===== src/rtl/mcstb_pkg.sv =====
// Package for the multi-channel soft timer bank.
// Field widths, default sizes and operation codes; no dependencies.
`default_nettype none

package mcstb_pkg;

  localparam int NUM_TIMERS_DEF  = 16;
  localparam int COUNT_WIDTH_DEF = 32;

  localparam int OP_W     = 3;
  localparam int INDEX_W  = 4;
  localparam int PERIOD_W = 32;

  // reports per service sweep
  localparam int MAX_REPORTS = 16;
  localparam int REPORT_W    = $clog2(MAX_REPORTS + 1);

  typedef enum logic [OP_W-1:0] {
    OP_ARM     = 3'd0,
    OP_DISARM  = 3'd1,
    OP_START   = 3'd2,
    OP_STOP    = 3'd3,
    OP_TICK    = 3'd4,
    OP_SERVICE = 3'd5
  } op_t;

endpackage

`default_nettype wire


===== src/rtl/mcstb_in_if.sv =====
// Input item channel of the timer bank: operation, index, period, repeat mode.
// Depends on mcstb_pkg.
`default_nettype none

interface mcstb_in_if import mcstb_pkg::*; ();
  logic                valid;
  logic                ready;
  logic [OP_W-1:0]     operation;
  logic [INDEX_W-1:0]  timer_index;
  logic [PERIOD_W-1:0] reload_ticks;
  logic                repeat_mode;

  modport source (output valid, operation, timer_index, reload_ticks, repeat_mode,
                  input ready);
  modport sink   (input valid, operation, timer_index, reload_ticks, repeat_mode,
                  output ready);
endinterface

`default_nettype wire


===== src/rtl/mcstb_out_if.sv =====
// Result item channel of the timer bank: fired index and sweep markers.
// Depends on mcstb_pkg.
`default_nettype none

interface mcstb_out_if import mcstb_pkg::*; ();
  logic               valid;
  logic               ready;
  logic [INDEX_W-1:0] fired_index;
  logic               fired;
  logic               last_result;

  modport source (output valid, fired_index, fired, last_result, input ready);
  modport sink   (input valid, fired_index, fired, last_result, output ready);
endinterface

`default_nettype wire


===== src/rtl/mcstb_ram.sv =====
// Generic simple dual-port RAM, one write and one registered read port.
// No dependencies.
`default_nettype none

module mcstb_ram #(
  parameter int WIDTH = 64,
  parameter int DEPTH = 16
) (
  input  logic                                  clk,
  input  logic                                  we,
  input  logic [(DEPTH > 1 ? $clog2(DEPTH) : 1)-1:0] waddr,
  input  logic [WIDTH-1:0]                      wdata,
  input  logic [(DEPTH > 1 ? $clog2(DEPTH) : 1)-1:0] raddr,
  output logic [WIDTH-1:0]                      rdata
);

  logic [WIDTH-1:0] mem [DEPTH];
  logic [WIDTH-1:0] rdata_r;

  always_ff @(posedge clk) begin
    if (we) begin
      mem[waddr] <= wdata;
    end
    rdata_r <= mem[raddr];
  end

  assign rdata = rdata_r;

endmodule

`default_nettype wire


===== src/rtl/multi_channel_soft_timer_bank_top.sv =====
// Multi-channel soft timer bank: count/reload pairs in one RAM, flags in flops.
// Arm, disarm and start finish as they are taken; stop reads the entry, writes it
// back and settles. Tick and service step through the RAM one entry per cycle,
// then write back the last entry, and an empty service sweep emits a marker;
// service also waits whenever a result item is held by the sink.
// Reset (rst_n, synchronous) clears all flags and control; the RAM is not
// cleared as an entry's contents only matter once armed.
// Depends on mcstb_pkg, mcstb_in_if, mcstb_out_if, mcstb_ram.
`default_nettype none

module multi_channel_soft_timer_bank_top import mcstb_pkg::*; #(
  parameter int NUM_TIMERS  = NUM_TIMERS_DEF,
  parameter int COUNT_WIDTH = COUNT_WIDTH_DEF
) (
  input  logic         clk,
  input  logic         rst_n,
  mcstb_in_if.sink     in_if,
  mcstb_out_if.source  out_if
);

  localparam int IDX_W = (NUM_TIMERS > 1) ? $clog2(NUM_TIMERS) : 1;
  localparam int ENT_W = 2 * COUNT_WIDTH;
  localparam logic [IDX_W-1:0] LAST_IDX = IDX_W'(NUM_TIMERS - 1);

  typedef enum logic [1:0] {S_IDLE, S_SWEEP, S_DRAIN, S_EMPTY} state_t;

  state_t                  state_r, state_nxt;
  logic                    svc_r, svc_nxt;
  logic [IDX_W-1:0]        idx_r, idx_nxt;
  logic [REPORT_W-1:0]     n_r, n_nxt;
  logic [NUM_TIMERS-1:0]   in_use_r, in_use_nxt;
  logic [NUM_TIMERS-1:0]   en_r, en_nxt;
  logic [NUM_TIMERS-1:0]   rep_r, rep_nxt;
  logic [NUM_TIMERS-1:0]   exp_r, exp_nxt;
  logic                    rd_vld_r, rd_vld_nxt;
  logic [IDX_W-1:0]        rd_idx_r, rd_idx_nxt;
  logic                    rd_tick_r, rd_tick_nxt;
  logic                    out_valid_r, out_valid_nxt;
  logic [INDEX_W-1:0]      out_idx_r, out_idx_nxt;
  logic                    out_fired_r, out_fired_nxt;
  logic                    out_last_r, out_last_nxt;

  logic                    ram_we;
  logic [IDX_W-1:0]        ram_waddr;
  logic [ENT_W-1:0]        ram_wdata;
  logic [IDX_W-1:0]        ram_raddr;
  logic [ENT_W-1:0]        ram_rdata;

  logic                    accept;
  op_t                     op;
  logic                    idx_ok;
  logic [IDX_W-1:0]        in_idx;
  logic [COUNT_WIDTH-1:0]  period;
  logic [NUM_TIMERS-1:0]   pending;
  logic [NUM_TIMERS-1:0]   above;
  logic                    cur_hit;
  logic                    cur_last;
  logic                    cur_tick;
  logic                    can_emit;
  logic                    out_load;
  logic [COUNT_WIDTH-1:0]  cnt;
  logic [COUNT_WIDTH-1:0]  rel;
  logic [COUNT_WIDTH-1:0]  dec;

  mcstb_ram #(
    .WIDTH (ENT_W),
    .DEPTH (NUM_TIMERS)
  ) u_ram (
    .clk   (clk),
    .we    (ram_we),
    .waddr (ram_waddr),
    .wdata (ram_wdata),
    .raddr (ram_raddr),
    .rdata (ram_rdata)
  );

  assign in_if.ready = (state_r == S_IDLE);
  assign accept      = in_if.valid && in_if.ready;
  assign op          = op_t'(in_if.operation);
  assign idx_ok      = int'(in_if.timer_index) < NUM_TIMERS;
  assign in_idx      = IDX_W'(in_if.timer_index);
  assign period      = COUNT_WIDTH'(in_if.reload_ticks);

  assign pending  = in_use_r & exp_r;
  assign above    = (pending >> idx_r) >> 1;
  assign cur_hit  = svc_r && pending[idx_r] && (n_r < REPORT_W'(MAX_REPORTS));
  assign cur_last = (n_r == REPORT_W'(MAX_REPORTS - 1)) || !(|above);
  assign cur_tick = !svc_r && in_use_r[idx_r] && en_r[idx_r];
  assign can_emit = !out_valid_r || out_if.ready;

  // entry layout: reload above count
  assign cnt = ram_rdata[COUNT_WIDTH-1:0];
  assign rel = ram_rdata[ENT_W-1:COUNT_WIDTH];
  assign dec = (cnt != '0) ? cnt - COUNT_WIDTH'(1) : cnt;

  always_comb begin
    state_nxt     = state_r;
    svc_nxt       = svc_r;
    idx_nxt       = idx_r;
    n_nxt         = n_r;
    in_use_nxt    = in_use_r;
    en_nxt        = en_r;
    rep_nxt       = rep_r;
    exp_nxt       = exp_r;
    rd_vld_nxt    = 1'b0;
    rd_idx_nxt    = rd_idx_r;
    rd_tick_nxt   = rd_tick_r;
    out_load      = 1'b0;
    out_valid_nxt = out_valid_r && !out_if.ready;
    out_idx_nxt   = out_idx_r;
    out_fired_nxt = out_fired_r;
    out_last_nxt  = out_last_r;
    ram_we        = 1'b0;
    ram_waddr     = rd_idx_r;
    ram_wdata     = {rel, (rd_tick_r ? dec : rel)};
    ram_raddr     = idx_r;

    // write-back stage
    if (rd_vld_r) begin
      ram_we = 1'b1;
      if (rd_tick_r && (dec == '0)) begin
        exp_nxt[rd_idx_r] = 1'b1;
      end
    end

    case (state_r)
      S_IDLE: begin
        if (accept) begin
          case (op)
            OP_ARM: begin
              if (idx_ok) begin
                ram_we             = 1'b1;
                ram_waddr          = in_idx;
                ram_wdata          = {period, period};
                en_nxt[in_idx]     = 1'b0;
                exp_nxt[in_idx]    = 1'b0;
                rep_nxt[in_idx]    = in_if.repeat_mode;
                in_use_nxt[in_idx] = 1'b1;
              end
            end
            OP_DISARM: begin
              if (idx_ok) begin
                en_nxt[in_idx]     = 1'b0;
                exp_nxt[in_idx]    = 1'b0;
                rep_nxt[in_idx]    = 1'b0;
                in_use_nxt[in_idx] = 1'b0;
              end
            end
            OP_START: begin
              if (idx_ok) begin
                en_nxt[in_idx] = 1'b1;
              end
            end
            OP_STOP: begin
              if (idx_ok) begin
                en_nxt[in_idx] = 1'b0;
                ram_raddr      = in_idx;
                rd_vld_nxt     = 1'b1;
                rd_idx_nxt     = in_idx;
                rd_tick_nxt    = 1'b0;
                svc_nxt        = 1'b0;
                state_nxt      = S_DRAIN;
              end
            end
            OP_TICK: begin
              svc_nxt   = 1'b0;
              idx_nxt   = '0;
              state_nxt = S_SWEEP;
            end
            OP_SERVICE: begin
              svc_nxt   = 1'b1;
              idx_nxt   = '0;
              n_nxt     = '0;
              state_nxt = S_SWEEP;
            end
            default: begin
            end
          endcase
        end
      end
      S_SWEEP: begin
        if (!(cur_hit && !can_emit)) begin
          if (cur_hit) begin
            out_load       = 1'b1;
            out_valid_nxt  = 1'b1;
            out_idx_nxt    = INDEX_W'(idx_r);
            out_fired_nxt  = 1'b1;
            out_last_nxt   = cur_last;
            en_nxt[idx_r]  = rep_r[idx_r];
            exp_nxt[idx_r] = 1'b0;
            n_nxt          = n_r + REPORT_W'(1);
            rd_vld_nxt     = 1'b1;
            rd_idx_nxt     = idx_r;
            rd_tick_nxt    = 1'b0;
          end
          if (cur_tick) begin
            rd_vld_nxt  = 1'b1;
            rd_idx_nxt  = idx_r;
            rd_tick_nxt = 1'b1;
          end
          if (idx_r == LAST_IDX) begin
            state_nxt = S_DRAIN;
          end else begin
            idx_nxt = idx_r + IDX_W'(1);
          end
        end
      end
      S_DRAIN: begin
        if (!rd_vld_r) begin
          state_nxt = (svc_r && (n_r == '0)) ? S_EMPTY : S_IDLE;
        end
      end
      S_EMPTY: begin
        if (can_emit) begin
          out_load      = 1'b1;
          out_valid_nxt = 1'b1;
          out_idx_nxt   = '0;
          out_fired_nxt = 1'b0;
          out_last_nxt  = 1'b1;
          state_nxt     = S_IDLE;
        end
      end
      default: begin
        state_nxt = S_IDLE;
      end
    endcase
  end

  always_ff @(posedge clk) begin
    if (!rst_n) begin
      state_r     <= S_IDLE;
      svc_r       <= 1'b0;
      idx_r       <= '0;
      n_r         <= '0;
      in_use_r    <= '0;
      en_r        <= '0;
      rep_r       <= '0;
      exp_r       <= '0;
      rd_vld_r    <= 1'b0;
      out_valid_r <= 1'b0;
    end else begin
      state_r     <= state_nxt;
      svc_r       <= svc_nxt;
      idx_r       <= idx_nxt;
      n_r         <= n_nxt;
      in_use_r    <= in_use_nxt;
      en_r        <= en_nxt;
      rep_r       <= rep_nxt;
      exp_r       <= exp_nxt;
      rd_vld_r    <= rd_vld_nxt;
      out_valid_r <= out_valid_nxt;
    end
    rd_idx_r    <= rd_idx_nxt;
    rd_tick_r   <= rd_tick_nxt;
    out_idx_r   <= out_idx_nxt;
    out_fired_r <= out_fired_nxt;
    out_last_r  <= out_last_nxt;
  end

  assign out_if.valid       = out_valid_r;
  assign out_if.fired_index = out_idx_r;
  assign out_if.fired       = out_fired_r;
  assign out_if.last_result = out_last_r;

`ifndef SYNTHESIS
  a_idle_no_wb: assert property (@(posedge clk) disable iff (!rst_n)
    in_if.ready |-> !rd_vld_r)
    else $error("item taken with a write-back pending");

  a_load_free: assert property (@(posedge clk) disable iff (!rst_n)
    out_load |-> can_emit)
    else $error("result register overwritten");

  a_exp_in_use: assert property (@(posedge clk) disable iff (!rst_n)
    (exp_r & ~in_use_r) == '0)
    else $error("expired flag on an unused timer");

  a_report_cap: assert property (@(posedge clk) disable iff (!rst_n)
    n_r <= REPORT_W'(MAX_REPORTS))
    else $error("too many reports in one sweep");
`endif

endmodule

`default_nettype wire


===== src/flat_wrapper.sv =====
// flat-port wrapper written by rule: the top's interface ports become plain ports
module multi_channel_soft_timer_bank_top_flat import mcstb_pkg::*;
#(
  parameter int NUM_TIMERS  = NUM_TIMERS_DEF,
  parameter int COUNT_WIDTH = COUNT_WIDTH_DEF
)
  (clk, rst_n, in_if_valid, in_if_operation, in_if_timer_index, in_if_reload_ticks, in_if_repeat_mode, in_if_ready, out_if_valid, out_if_fired_index, out_if_fired, out_if_last_result, out_if_ready);
  mcstb_in_if in_if_i ();
  mcstb_out_if out_if_i ();
  input  logic clk;
  input  logic rst_n;
  input wire logic [$bits(in_if_i.valid)-1:0] in_if_valid;
  input wire logic [$bits(in_if_i.operation)-1:0] in_if_operation;
  input wire logic [$bits(in_if_i.timer_index)-1:0] in_if_timer_index;
  input wire logic [$bits(in_if_i.reload_ticks)-1:0] in_if_reload_ticks;
  input wire logic [$bits(in_if_i.repeat_mode)-1:0] in_if_repeat_mode;
  output wire logic [$bits(in_if_i.ready)-1:0] in_if_ready;
  output wire logic [$bits(out_if_i.valid)-1:0] out_if_valid;
  output wire logic [$bits(out_if_i.fired_index)-1:0] out_if_fired_index;
  output wire logic [$bits(out_if_i.fired)-1:0] out_if_fired;
  output wire logic [$bits(out_if_i.last_result)-1:0] out_if_last_result;
  input wire logic [$bits(out_if_i.ready)-1:0] out_if_ready;
  assign in_if_i.valid = in_if_valid;
  assign in_if_i.operation = in_if_operation;
  assign in_if_i.timer_index = in_if_timer_index;
  assign in_if_i.reload_ticks = in_if_reload_ticks;
  assign in_if_i.repeat_mode = in_if_repeat_mode;
  assign in_if_ready = in_if_i.ready;
  assign out_if_valid = out_if_i.valid;
  assign out_if_fired_index = out_if_i.fired_index;
  assign out_if_fired = out_if_i.fired;
  assign out_if_last_result = out_if_i.last_result;
  assign out_if_i.ready = out_if_ready;
  multi_channel_soft_timer_bank_top #(.NUM_TIMERS(NUM_TIMERS), .COUNT_WIDTH(COUNT_WIDTH)) u_core (.clk(clk), .rst_n(rst_n), .in_if(in_if_i), .out_if(out_if_i));
endmodule

===== config.mk =====
export PLATFORM = sky130hd
export DESIGN_NAME = multi_channel_soft_timer_bank_top_flat
export DESIGN_NICKNAME = d
export VERILOG_FILES = /design/src/rtl/mcstb_pkg.sv /design/src/rtl/mcstb_in_if.sv /design/src/rtl/mcstb_out_if.sv /design/src/rtl/mcstb_ram.sv /design/src/rtl/multi_channel_soft_timer_bank_top.sv /design/src/flat_wrapper.sv
export SDC_FILE = /design/constraint.sdc
export NUM_CORES = 2
export LEC_CHECK = 0
export ABC_AREA = 0
export BUFFER_PORTS_ARGS = -buffer_cell sky130_fd_sc_hd__buf_2
export CAP_MARGIN = 30
export CORE_AREA = 2 2 331 415
export CTS_CLUSTER_SIZE = 28
export DETAILED_ROUTE_END_ITERATION = 10
export DIE_AREA = 0 0 333 417
export SYNTH_ARGS = -nofsm -noshare
export SYNTH_HDL_FRONTEND = slang
export SYNTH_HIERARCHICAL = 1
export SYNTH_SLANG_ARGS = --single-unit

===== constraint.sdc =====
create_clock -name clk -period 13.4 [get_ports clk]
set_input_delay 2.68 -clock clk [delete_from_list [all_inputs] [get_ports clk]]
set_output_delay 2.68 -clock clk [all_outputs]
set_load 0.02 [all_outputs]

==> reports/qor.yml <==
routabilityCongestion: 0.908
rsz0062_at_grt: "false"
drt_iter0_markers: 2580
grtUsageMet1_pct: 22.3
p_leak_nw: 16.8
cts_buffers: 115
clk_path_buf_depth: 3
ff2ff_setup_slack_ps: 8190
synth-edff-count: 1035
grt_start_max_net_pins: 128
port_buffers: 51
fillers: 12200
hold_path_class: "flop to flop"
synth-compound-area-share_pct: 5.57
synthToLayoutAreaGrowth_pct: 14.3
slew_violations: 0
synth_top_area_share_pct: 66.3
cts_setup_buffers: 0
ys_ff_latch: 1177
avgRoutedWirePerCell_um: 24.9
grt_usage_pct: 16.5
grt.overflow.total: 0
core_area_um2: 135000
fin_cells: 4632
synth_xor_area_share_pct: 0.467
synthFlopType: "edfxtp_1"
crit_type: "primary input to flop"
max_freq_mhz: 157
powerDensity_nw_per_um2: 147
whs_path_depth: 2
dr.pass1.iters: 6
cts_root_buffer: "clkbuf_16"
multiInputGateArea_um2: 12300
initial_core_util_pct: 34.8
synth_simple_gate_area_share_pct: 6.06
nets: 2825
htree_levels: 3
synth_top_area_cell: "edfxtp_1"
gr-max-usage-layer: "met2"
final_common_cell: "edfxtp_1"
netlist_top_cells_area: "edfxtp_1, mux4_2, dfxtp_1, nand2_1, a22oi_1"
drc: 0
route.antenna.remaining_nets: 0
yosysSeqAreaShare_pct: 72.3
globalRouteMet2Util_pct: 27.7
finalCritPeriodShare_pct: 47.7
clock-sinks: 1177
clock_latency_ps: 730
max_slew_margin_pct: 31.4
grt_pass1_vias: 25900
fin_tns_setup_ps: 0
crit_end: "u_core/u_ram/rdata[61]$_DFF_P_"
num_vias: 25700
wl_um: 115000
viasPerCell: 5.55
setup_ws_ps: 7010
syn_area_per_cell_um2: 17.5
postSynth.asyncResetShare_pct: 0
row_count: 151
die_area_um2: 139000
hold_viol: 0
r2r_cells: 12
period_needed_ps: 6390
final_cell_mix: "edfxtp_1, mux4_2, nand2_1"
die_w_um: 333
place_hpwl_um: 64300
io-pin-count: 52
seq_area_um2: 33900
yosysUniqueCellTypes: 72
diodes: 0
use_met3_pct: 2.45
critical_path.startpoint: "in_if_operation[0]"
cp-start-kind: "primary input"
grt_pass1_wl_um: 172000
synthCells: 2680
synth_warnings: 6
required_ps: 13980
synthAdderAreaFrac_pct: 0.213
cp_max_fo: 107
netlist_area_um2: 46900
r2r-end: "u_core/u_ram/mem[15][19]$_DFFE_PP_"
arrival_ps: 6970
antenna_found_initial: 5
tightest_slew_ps: 1030
synth_top_family_by_area: "multiplexers"
place_ws_ps: 6260
fp.dieH_um: 417
clkTransAtPathRegs_ps: 60
synth.area.mux_share_pct: 13.6
finClkSkew_ps: 45.9
layout-drive-gt1-share_pct: 22.3
ctsHoldBuffers: 0
cts_tree: "yes"
max-cap-violations: 0
dp_cells: 4411
status: "finished, final reports clean"
ir_drop_mv: 0.103
syn_nets: 2732
setup_viol: 0
timing.rr.start: "u_core/state_r[0]$_SDFFE_PN0P_"
critPathCaptureType: "flop"
postCtsResizedCells: 0
==> registers in the layout, indices dropped and copies added, names as in the netlist, named ones only <==
name,flops
u_core/idx_r,4
u_core/rd_vld_r,1
u_core/u_ram/rdata,64
u_core/out_if.fired_index,4
u_core/n_r,5
u_core/rep_r,16
u_core/out_if.fired,1
u_core/out_if.last_result,1
u_core/rd_tick_r,1
u_core/exp_r,16
u_core/out_if.valid,1
u_core/svc_r,1
u_core/rd_idx_r,4
u_core/u_ram/mem,1024
u_core/state_r,2
==> how the worst min path moves through the flow <==
| stage | startpoint | endpoint | slack [ps] |
|---|---|---|---|
| finish | u_core/exp_r[4]$_SDFF_PN0_ | u_core/exp_r[4]$_SDFF_PN0_ | 490 |
| global route | flop | flop | 510 |
| CTS | flop | flop | 490 |
| detailed placement | flop | flop | 470 |
| global placement | flop | flop | 460 |
| floorplan | u_core/exp_r[12]$_SDFF_PN0_ | u_core/exp_r[12]$_SDFF_PN0_ | 440 |
==> metal layers <==
layer / wire [um] / share of wire, %
met5: 21 / 0.018
met4: 2620 / 2.3
met3: 7490 / 6.5
met2: 57000 / 49
met1: 48200 / 42
==> layout make-up <==
| type | count | share of cell area, % |
|---|---|---|
| sequential | 1177 | 63.3 |
| tap | 1759 | 4.11 |
| inverter | 13 | 0.0910 |
| multi-input combinational | 1324 | 23.0 |
| clock buffer | 151 | 5.90 |
| timing repair buffer | 142 | 2.17 |
| clock inverter | 66 | 1.46 |
==> cells in the mapped netlist (13+ instances only) <==
cell and count:
mux4_2 264, mux2i_1 40, nor4_1 13, o211ai_1 17
buf_6 13, o21ai_0 73, nand2_1 261, nor3b_1 15
buf_1 20, a21oi_1 55, a31oi_1 14, xnor2_1 15
nor2_1 114, clkbuf_1 111, nand4_1 18, dfxtp_1 142
inv_1 13, nor2b_1 21, o22ai_1 22, buf_2 15
nor3_1 35, a22oi_1 129, edfxtp_1 1035, nand3_1 53
==> cells by family after synthesis <==
| logic type | after synthesis |
|---|---|
| AND/OR/NAND/NOR | 600 |
| AO/OA/AOI/OAI | 383 |
| adder cells (fa/ha/maj) | 8 |
| multiplexers | 308 |
| XOR/XNOR | 25 |
| buffers and inverters | 179 |
| flip-flops | 1177 |
==> critical path: stages <==
cell,delay (ps)
buf_2,200
nor2b_1,220
and2_1,190
nor2b_1,660
nand2_1,210
o21ai_4,320
buf_12,730
buf_12,680
mux4_2,590
a22oi_1,240
nand2_1,80
==> stage by stage <==
| step | hold slack, ps | instance area [um^2] | power, W | utilization, % |
|---|---|---|---|---|
| global route | 509 | 53600 | 0.00811 | 39.7 |
| floorplan | 437 | 46900 | 0.00446 | - |
| finish | 490 | 53600 | 0.00786 | 39.7 |
| detailed placement | 473 | 49600 | 0.00461 | 36.7 |
| global placement | 461 | 49400 | 0.00461 | 36.6 |
| CTS | 488 | 53500 | 0.00793 | 39.7 |
==> power breakdown <==
part           internal, W  switching [W]  leakage [nW]
sequential         0.00410      0.0000304          10.5
clock              0.00194        0.00139          1.92
combinational     0.000134       0.000277          4.41
Power figures use the tool's default switching activity.
